File: src/design/fsx_pkg.sv
// Package for the framing encoder: job record passed from front to back,
// sequencer phases and the framing byte constants. No dependencies.
`timescale 1ns / 1ps

package fsx_pkg;

  localparam logic [7:0] START_BYTE = 8'hFF;
  localparam logic [7:0] END_BYTE   = 8'hFE;
  localparam logic [7:0] ESC_BYTE   = 8'hFD;
  localparam logic [7:0] ALT_BYTE   = 8'hCC;
  localparam logic [7:0] ALT_CODE   = 8'h03;

  // One classified payload byte, with the checksum as it stands after it
  typedef struct packed {
    logic       start;
    logic       last;
    logic [7:0] data;
    logic [7:0] chk_hi;
    logic [7:0] chk_lo;
  } job_t;

  typedef enum logic [2:0] {
    PH_START,
    PH_DATA,
    PH_CHI,
    PH_CLO,
    PH_END
  } phase_t;

  // True when the byte must go out as an escape pair
  function automatic logic needs_esc(input logic [7:0] b);
    return (b == ALT_BYTE) || (b >= ESC_BYTE);
  endfunction

  // Second byte of an escape pair
  function automatic logic [7:0] esc_code(input logic [7:0] b);
    logic [7:0] code;
    if (b == ALT_BYTE) begin
      code = ALT_CODE;
    end else begin
      code = b - ESC_BYTE;
    end
    return code;
  endfunction

endpackage

File: src/design/fsx_front.sv
// Front end: accepts payload bytes, tracks packet start, position parity and
// the two XOR checksum bytes, and emits one job per byte. Uses fsx_pkg.
`timescale 1ns / 1ps

module fsx_front
  import fsx_pkg::*;
(
  input  logic       clk,
  input  logic       rst_n,
  input  logic       in_valid,
  output logic       in_ready,
  input  logic [7:0] in_byte,
  input  logic       in_end,
  output logic       job_push,
  output job_t       job_data,
  input  logic       job_full
);

  logic       first_r, first_nxt;
  logic       odd_r, odd_nxt;
  logic [7:0] chk_hi_r, chk_hi_nxt;
  logic [7:0] chk_lo_r, chk_lo_nxt;
  logic [7:0] hi_upd, lo_upd;

  assign in_ready = !job_full;
  assign job_push = in_valid && !job_full;

  // Fold the byte into the checksum half chosen by its position
  assign hi_upd = odd_r ? chk_hi_r : (chk_hi_r ^ in_byte);
  assign lo_upd = odd_r ? (chk_lo_r ^ in_byte) : chk_lo_r;

  always_comb begin
    job_data.start  = first_r;
    job_data.last   = in_end;
    job_data.data   = in_byte;
    job_data.chk_hi = hi_upd;
    job_data.chk_lo = lo_upd;
  end

  // Advance packet state; clear it after the final byte
  always_comb begin
    first_nxt  = first_r;
    odd_nxt    = odd_r;
    chk_hi_nxt = chk_hi_r;
    chk_lo_nxt = chk_lo_r;
    if (job_push) begin
      if (in_end) begin
        first_nxt  = 1'b1;
        odd_nxt    = 1'b0;
        chk_hi_nxt = 8'h00;
        chk_lo_nxt = 8'h00;
      end else begin
        first_nxt  = 1'b0;
        odd_nxt    = !odd_r;
        chk_hi_nxt = hi_upd;
        chk_lo_nxt = lo_upd;
      end
    end
  end

  always_ff @(posedge clk) begin
    if (!rst_n) begin
      first_r  <= 1'b1;
      odd_r    <= 1'b0;
      chk_hi_r <= 8'h00;
      chk_lo_r <= 8'h00;
    end else begin
      first_r  <= first_nxt;
      odd_r    <= odd_nxt;
      chk_hi_r <= chk_hi_nxt;
      chk_lo_r <= chk_lo_nxt;
    end
  end

endmodule

File: src/design/fsx_queue.sv
// Two-entry job queue between front and back end.
// Uses fsx_pkg for the job record.
`timescale 1ns / 1ps

module fsx_queue
  import fsx_pkg::*;
(
  input  logic clk,
  input  logic rst_n,
  input  logic push,
  input  job_t push_data,
  output logic full,
  input  logic pop,
  output logic head_valid,
  output job_t head_data
);

  job_t       slot_r [2];
  logic       wr_ptr_r, wr_ptr_nxt;
  logic       rd_ptr_r, rd_ptr_nxt;
  logic [1:0] count_r, count_nxt;

  assign full       = (count_r == 2'd2);
  assign head_valid = (count_r != 2'd0);
  assign head_data  = slot_r[rd_ptr_r];

  // Advance pointers and fill count
  always_comb begin
    wr_ptr_nxt = push ? !wr_ptr_r : wr_ptr_r;
    rd_ptr_nxt = pop ? !rd_ptr_r : rd_ptr_r;
    count_nxt  = count_r + {1'b0, push} - {1'b0, pop};
  end

  always_ff @(posedge clk) begin
    if (!rst_n) begin
      wr_ptr_r <= 1'b0;
      rd_ptr_r <= 1'b0;
      count_r  <= 2'd0;
    end else begin
      wr_ptr_r <= wr_ptr_nxt;
      rd_ptr_r <= rd_ptr_nxt;
      count_r  <= count_nxt;
    end
  end

  // Store the pushed job
  always_ff @(posedge clk) begin
    if (push) begin
      slot_r[wr_ptr_r] <= push_data;
    end
  end

endmodule

File: src/design/fsx_back.sv
// Back end: walks each job through start, data, checksum and end phases,
// one line byte per cycle unless stalled, into an output register. Uses fsx_pkg.
`timescale 1ns / 1ps

module fsx_back
  import fsx_pkg::*;
(
  input  logic       clk,
  input  logic       rst_n,
  input  logic       job_valid,
  input  job_t       job_data,
  output logic       job_pop,
  output logic       out_valid,
  input  logic       out_ready,
  output logic [7:0] out_byte,
  output logic       out_last,
  output logic       out_done
);

  phase_t     phase_r, phase_nxt, cur_phase, adv_phase;
  logic       in_job_r, in_job_nxt;
  logic       esc2_r, esc2_nxt;
  logic       ov_r;
  logic [7:0] ob_r;
  logic       ol_r, od_r;
  logic       fire, raw, job_end;
  logic [7:0] value, line;

  assign out_valid = ov_r;
  assign out_byte  = ob_r;
  assign out_last  = ol_r;
  assign out_done  = od_r;

  assign fire      = job_valid && (!ov_r || out_ready);
  assign cur_phase = in_job_r ? phase_r : (job_data.start ? PH_START : PH_DATA);

  // Pick the byte of this phase and the phase that follows it
  always_comb begin
    raw       = 1'b0;
    value     = job_data.data;
    adv_phase = cur_phase;
    job_end   = 1'b0;
    case (cur_phase)
      PH_START: begin
        raw       = 1'b1;
        value     = START_BYTE;
        adv_phase = PH_DATA;
      end
      PH_DATA: begin
        value     = job_data.data;
        adv_phase = PH_CHI;
        job_end   = !job_data.last;
      end
      PH_CHI: begin
        value     = job_data.chk_hi;
        adv_phase = PH_CLO;
      end
      PH_CLO: begin
        value     = job_data.chk_lo;
        adv_phase = PH_END;
      end
      PH_END: begin
        raw     = 1'b1;
        value   = END_BYTE;
        job_end = 1'b1;
      end
      default: begin
        raw     = 1'b1;
        job_end = 1'b1;
      end
    endcase
  end

  // Split each escaped byte into the escape byte and its code; retire the job on its last byte
  always_comb begin
    phase_nxt  = phase_r;
    in_job_nxt = in_job_r;
    esc2_nxt   = esc2_r;
    job_pop    = 1'b0;
    line       = value;
    if (!raw && needs_esc(value) && !esc2_r) begin
      line = ESC_BYTE;
      if (fire) begin
        esc2_nxt   = 1'b1;
        in_job_nxt = 1'b1;
        phase_nxt  = cur_phase;
      end
    end else begin
      line = esc2_r ? esc_code(value) : value;
      if (fire) begin
        esc2_nxt = 1'b0;
        if (job_end) begin
          job_pop    = 1'b1;
          in_job_nxt = 1'b0;
        end else begin
          in_job_nxt = 1'b1;
          phase_nxt  = adv_phase;
        end
      end
    end
  end

  always_ff @(posedge clk) begin
    if (!rst_n) begin
      phase_r  <= PH_START;
      in_job_r <= 1'b0;
      esc2_r   <= 1'b0;
      ov_r     <= 1'b0;
    end else begin
      phase_r  <= phase_nxt;
      in_job_r <= in_job_nxt;
      esc2_r   <= esc2_nxt;
      if (fire) begin
        ov_r <= 1'b1;
      end else if (out_ready) begin
        ov_r <= 1'b0;
      end
    end
  end

  // Load the output register
  always_ff @(posedge clk) begin
    if (fire) begin
      ob_r <= line;
      ol_r <= job_pop;
      od_r <= (cur_phase == PH_END);
    end
  end

endmodule

File: src/design/frame_stuff_xor_encoder.sv
// Framing encoder: takes one payload byte per request and sends the framed
// line stream, one line byte per cycle unless stalled, from an output
// register. A byte that needs no escape gives one line byte; an escaped byte
// gives two; the first byte of a packet adds the start byte and the last adds
// up to five more (escaped checksum bytes and the end byte), so an item gives
// 1 to 8 line bytes. A two-entry job queue lets input be taken while output
// is stalled.
`timescale 1ns / 1ps

module frame_stuff_xor_encoder
  import fsx_pkg::*;
(
  input  logic       clk,
  input  logic       rst_n,
  input  logic       in_tvalid,
  output logic       in_tready,
  input  logic [7:0] in_tdata,   // [7:0] payload_byte
  input  logic       in_tlast,   // packet_end
  output logic       out_tvalid,
  input  logic       out_tready,
  output logic [7:0] out_tdata,  // [7:0] line_byte
  output logic       out_tlast,  // run_last
  output logic       out_tuser   // [0] frame_done
);

  logic job_push, job_full, job_pop, job_valid;
  job_t job_in, job_head;

  fsx_front u_front (
    .clk      (clk),
    .rst_n    (rst_n),
    .in_valid (in_tvalid),
    .in_ready (in_tready),
    .in_byte  (in_tdata),
    .in_end   (in_tlast),
    .job_push (job_push),
    .job_data (job_in),
    .job_full (job_full)
  );

  fsx_queue u_queue (
    .clk        (clk),
    .rst_n      (rst_n),
    .push       (job_push),
    .push_data  (job_in),
    .full       (job_full),
    .pop        (job_pop),
    .head_valid (job_valid),
    .head_data  (job_head)
  );

  fsx_back u_back (
    .clk       (clk),
    .rst_n     (rst_n),
    .job_valid (job_valid),
    .job_data  (job_head),
    .job_pop   (job_pop),
    .out_valid (out_tvalid),
    .out_ready (out_tready),
    .out_byte  (out_tdata),
    .out_last  (out_tlast),
    .out_done  (out_tuser)
  );

endmodule

File: config.mk
export PLATFORM = sky130hd
export DESIGN_NAME = frame_stuff_xor_encoder
export DESIGN_NICKNAME = d
export VERILOG_FILES = /design/src/design/fsx_pkg.sv /design/src/design/fsx_front.sv /design/src/design/fsx_queue.sv /design/src/design/fsx_back.sv /design/src/design/frame_stuff_xor_encoder.sv
export SDC_FILE = /design/constraint.sdc
export NUM_CORES = 1
export LEC_CHECK = 0
export ABC_AREA = 1
export CELL_PAD_IN_SITES_DETAIL_PLACEMENT = 1
export CELL_PAD_IN_SITES_GLOBAL_PLACEMENT = 2
export CORE_MARGIN = 4
export CORE_UTILIZATION = 40
export CTS_BUF_LIST = sky130_fd_sc_hd__clkbuf_16
export DETAILED_ROUTE_END_ITERATION = 7
export DONT_BUFFER_PORTS = 1
export PLACE_DENSITY_LB_ADDON = 0.25
export SYNTH_ARGS = -nofsm -noshare
export SYNTH_HDL_FRONTEND = slang
export SYNTH_HIERARCHICAL = 1
export SYNTH_SLANG_ARGS = --single-unit
File: constraint.sdc
create_clock -name clk -period 4 [get_ports clk]
set_input_delay 0.2 -clock clk [delete_from_list [all_inputs] [get_ports clk]]
set_output_delay 0.2 -clock clk [all_outputs]
set_load 0.01 [all_outputs]
; After elaboration in Yosys (flattened, before gate mapping)
; Memory sizes are Yosys's and may differ from the RTL's. A register that Yosys moved wholly into a read port is not among the register bits.
; Index checks and enable logic that the tools add are counted.
[totals]
reg_bits = 38
mem_bits_rw = 52
inputBits = 13
output_inout_bits = 12
memories = 1
[op_classes]
add_sub_neg = 3
magnitude_cmp = 1
eq_ne = 7
mux = 32
bitwise = 2
reduce_logical = 19
[mem_list]
columns = memory, words, width, rd, rd_ports_with_merged_regs, wr, line
row1 = u_queue.slot_r, 2, 26, 1, 1, 1, fsx_queue.sv:18  ; job_t slot_r [2];
[op_table]
columns = op, n
row1 = $mux W8, 6
row2 = $pmux W8 S4, 1
row3 = $mux W1, 18
row4 = $xor A8 B8 Y8, 2
row5 = $mux W3, 5
row6 = $pmux W3 S4, 1
row7 = $eq A8 B8 Y1 const B, 1
row8 = $ge A8 B8 Y1 const B, 1
row9 = $sub A8 B8 Y8 const B, 1
row10 = $logic_not A1 Y1, 7
row11 = $eq A3 B2 Y1 const B, 2
row12 = $reduce_or A3 Y1, 2
row13 = $logic_and A1 B1 Y1, 4
row14 = $reduce_bool A2 Y1, 2
row15 = $eq A3 B1 Y1 const B, 1
row16 = $eq A3 B3 Y1 const B, 1
row17 = $logic_not A3 Y1, 1
row18 = $add A2 B1 Y2, 1
row19 = $eq A2 B2 Y1 const B, 1
row20 = $logic_or A1 B1 Y1, 2
row21 = $ne A2 B2 Y1 const B, 1
row22 = $pmux W1 S2, 1
row23 = $reduce_and A2 Y1, 1
row24 = $sub A2 B1 Y2, 1

; Logic depth before layout (Yosys ltp)
[logic_depth]
word_depth = 11
mapped_depth = 24
ltp_nobuf = 23

; Cells and area by module
; Netlist, hierarchy kept.
[by_module_without_submodules]
columns = module, instances, cells_each, area_per_inst_um2
row1 = fsx_queue, 1, 114, 2205.9
row2 = fsx_front, 1, 200, 1265.0
row3 = fsx_back, 1, 184, 1222.4

; Least setup slack after synthesis
; Ideal clock, no wire load.
[synth_path]
kind = register to register
start = reg (tool-made name)
end = reg u_queue.count_r[1]
setup_time_ps = 115
arrival_time_ps = 3032
required_time_ps = 3885
path_slack_ps = 853
path_stages_with_launch = 25
path_buffers = 1
synth_period_minus_slack_ps = 3147
cell_sequence = dfxtp_1 buf_6 mux2_2 inv_1 nand2_2 nand3_2 inv_1 nand2_1 nand3_1 a21oi_1 inv_1 ha_1 inv_1 nand2_1 nand2_1 nand2_1 nand2_4 nand2_4 nor2_1 ha_1 inv_1 ha_1 nand3_1 nand2_1 nor2_1
[synth_rtl]
columns = element, line
row1 = to (signal assigned), fsx_queue.sv:42  ; count_r <= count_nxt;
row2 = to (decl), fsx_queue.sv:21  ; logic [1:0] count_r, count_nxt;

==> metrics.md <==
| Metric | Value |
|---|---|
| Max-Cap Viols | `0` |
| Sw Share | `0.3729` |
| Row cnt | `39` |
| Pin count of the biggest net entering global routing | `27` |
| Clock Skew | `approximately 8.3 ps` |
| Post-route DRC | `0` |
| Slowest-stage cell, CP | `buf_4` |
| Core ar. | `between 0.01 and 0.015 sq mm` |
| Critical Path AT | `around 3800 ps` |
| Util after Layout | `0.4426` |
| Leak | `roughly 2.2 nW` |
| Clock Tree Buf Depth | `2` |
| Mean post-synth cell area | `between 9 and 10 sq um` |
| Top-area cell type share of the netlist area | `0.3967` |
| Slew Viols, Final | `0` |
| Global route overflow | `0` |
| Combinational power share | `0.345` |
| Post-synthesis cell count | `roughly 500` |
| Critical path required time | `roughly 4200 ps` |
| Fillers | `around 1300` |
| GPL Wtd Cong | `about 0.74` |
| Post-Synth XOR/XNOR Area | `0.005599` |
| Most crowded layer after global routing | `met2` |
| Area delta synth->final | `8.131%` |
| DRT antenna net count | `0` |
| Top FF cell, synth | `edfxtp_1` |
| Unrepaired setup endpoints after global routing | `no` |
| Critical Path Max Stage Delay | `slightly below 400 ps` |
| Inserted Clock Buffers | `9` |
| Peak VDD IR | `about 0.31 mV` |
| Fin area | `between 0.005 and 0.006 sq mm` |
| Place WS | `approximately 440 ps` |
| I/O pin count | `25` |
| Vias per cell | `4.800` |
| CTS tree | `built` |
| PostCTS Resize Cnt | `0` |
| Maximum clock frequency | `~0.28 GHz` |
| Synth warn | `6` |
| Crit Path Class | `flip-flop to flip-flop` |
| First-pass DRT Iterations | `4` |
| Internal power | `approximately 2.1 mW` |
| Fin Hold WS | `around 38 ps` |
| Post-DR wirelength/cell | `~15 microns` |
| Part of the power in the clock network | `0.237` |
| Final hold violation count | `0` |
| Sw power | `around 1.3 mW` |
| Async set-or-reset flop fraction in the synthesized netlist | `0` |
| Post-synth net total | `slightly above 500` |
| Post-Synthesis Cell Area | `0.004693 sq mm` |
| ANT cells | `0` |
| Layout Nets | `520` |
| Slew margin rel. | `0.2994` |
| Startpoint type of the worst setup path | `flip-flop` |
| Most used cell, CP | `nand2_1` |
| First-pass GRT wire length | `between 15 and 20 mm` |
| Placement Cell Area | `roughly 0.0047 sq mm` |
| CP endpoint kind | `flip-flop` |
| Sequential area share after synthesis | `0.5204` |
| CP Max Fanout | `25` |
| Reg power frac | `0.418` |
| DRT iter0 DRCs | `145` |
| Post-synth EDFFs | `62` |
| Port buffer count | `0` |
| CTS root buffer | `clkbuf_16` |
| Met3 GRT Util | `0.03679` |
| Total track usage | `0.1599` |
| Aggregate routed wire length | `9.779 mm` |
| Top cells by area, synth | `edfxtp_1 (40%), dfxtp_1 (12%), nand2_1 (9.1%)` |
| Pwr Density | `approximately 670 mW/mm^2` |
| Crit-path cells | `buf_4, mux2_2, nand4_1, nand3_1, a21oi_1, inv_1, ha_1, inv_1, nand2_1, nand2_1, nand2_1, nand2_4, nand2_4, nor2_1, ha_1, inv_1, ha_1, nand3_1, nand2_1, nor2_1` |
| Hold crit path type | `input port to flip-flop` |
| Sink Count | `91` |
| Synth unique cells | `38` |
| Post-synthesis simple-gate area fraction | `0.2397` |
| Top-count cell post-synth | `nand2_1` |
| Vias | `3120` |
| Die width | `between 100 and 150 microns` |
| Chip height | `~120 microns` |
| Adder-Cell Fraction of Synth Area | `0.01333` |
| Vias in the first global route | `roughly 3300` |
| Final setup viols | `0` |
| Initial Util | `0.4093` |
| Initial antenna violation count | `0` |
| Synth Register Bits | `a little over 90` |
| Die Area | `around 0.014 sq mm` |
| M1 GR Usage | `0.2011` |
| Synth Area in Compound Gates | `0.03759` |
| Post-route clock period utilization | `0.8809` |
| Clock period minus worst slack | `roughly 3500 ps` |
| Clock transition at path regs | `70 ps` |
| Area leader, netlist | `edfxtp_1` |
| Fin Setup TNS | `0 ps` |
| Status | `finished, final reports clean` |
| GRT met2 Usage | `0.2639` |
| Final worst-path setup slack | `approximately 480 ps` |
| Hpwl dp | `7.129 mm` |
| Multiplexer share of the synthesized area | `0.07838` |
| Share of layout cells above drive strength 1 | `0.1578` |
| Top post-synthesis cells by count | `nand2_1 (114), inv_1 (70), nor2_1 (66), edfxtp_1 (62), nand3_1 (35)` |
| Least-Margin Pin Slew | `between 1000 and 1500 ps` |
| Largest family of logic cells by synthesized area | `simple AND/OR/NAND/NOR gates` |
| Clk_lat worst skew | `roughly 350 ps` |
| Htree depth | `3` |
==> cell usage in the layout, fill, tap and decap left out, types with 9 or more instances in the layout <==
cell type and n:
nand2_1 114, inv_1 70, nor2_1 65, edfxtp_1 62
nand3_1 35, dfxtp_1 29, mux2_4 20, a21oi_1 15
dlygate4sd3_1 10, nand3_2 10, clkbuf_16 9, nand2_2 9
==> metal layers <==
| metal | part of all wire | wire length, microns | vias to the layer above |
|---|---|---|---|
| met5 | 0 | 0 | - |
| met4 | 0.022 | 214 | 0 |
| met3 | 0.027 | 263 | 12 |
| met2 | 0.48 | 4702 | 31 |
| met1 | 0.47 | 4598 | 1474 |
| li1 | - | - | 1603 |
==> layout make-up <==
type | count | area, sq um | area share
Clock inverter | 7 | 51.30 | 0.01011
Tap cell | 143 | 178.9 | 0.03526
Inverter | 74 | 286.5 | 0.05646
Clock buffer | 9 | 225.2 | 0.04438
Multi-Input combinational cell | 312 | 1760 | 0.3469
Sequential cell | 91 | 2442 | 0.4813
Timing Repair Buffer | 14 | 130.1 | 0.02564
==> timing repair <==
action / CTS / global route
hold buffers: 10 / 0
setup buffers: 0 / 0
endpoints found under the setup margin: 0 / 0
hold endpoints to repair: 28 / 0
==> sequential cells by signal, summed over array words and instances (netlist names), 2 cells and up, named ones only <==
name              count
u_queue/count_r       2
u_front/chk_lo_r      8
u_queue/slot_r       52
u_back/out_byte       8
u_back/phase_r        3
u_front/chk_hi_r      8
==> critical path, delay by kind of cell (launching register included) <==
kind | cells | cell delay (ps)
adder cells (fa/ha/maj) | 3 | 650
AO/OA/AOI/OAI | 1 | 330
AND/OR/NAND/NOR | 11 | 1100
flip-flops | 1 | 340
buffers and inverters | 4 | 610
multiplexers | 1 | 390
==> final timing paths <==
kind / startpoint / end / slack (ps) / cells after the start
worst max-delay path: flip-flop / u_queue/count_r[1] / 480 / 20
worst min-delay path: in_tlast / u_front/chk_hi_r[6] / 40 / 3
worst max register to register: flip-flop / u_queue/count_r[1] / 480 / 20
worst min register to register: u_front/first_r / u_queue/slot_r[1][25] / 490 / 0
==> power groups by stage <==
| stage | sequential (mW) | combinational [mW] | clock, mW |
|---|---|---|---|
| global route | 1.44 | 1.34 | 0.872 |
| finish | 1.41 | 1.17 | 0.803 |
| detailed placement | 1.44 | 1.18 | 0 |
| floorplan | 1.39 | 0.980 | 0 |
| global placement | 1.43 | 1.15 | 0 |
| CTS | 1.42 | 1.19 | 0.832 |
==> through the flow <==
| stage | cells | power (mW) |
|---|---|---|
| floorplan | 498 | 2.370 |
| global placement | 624 | 2.577 |
| detailed placement | 624 | 2.617 |
| CTS | 650 | 3.444 |
| global route | 650 | 3.650 |
| finish | 650 | 3.385 |
==> kinds of logic after synthesis <==
kind of cell             count (synthesis)
AND/OR/NAND/NOR                        247
buffers and inverters                   95
flip-flops                              91
AO/OA/AOI/OAI                           31
multiplexers                            26
adder cells (fa/ha/maj)                  5
XOR/XNOR                                 3
Note: power is estimated with default switching activity, not from simulation.
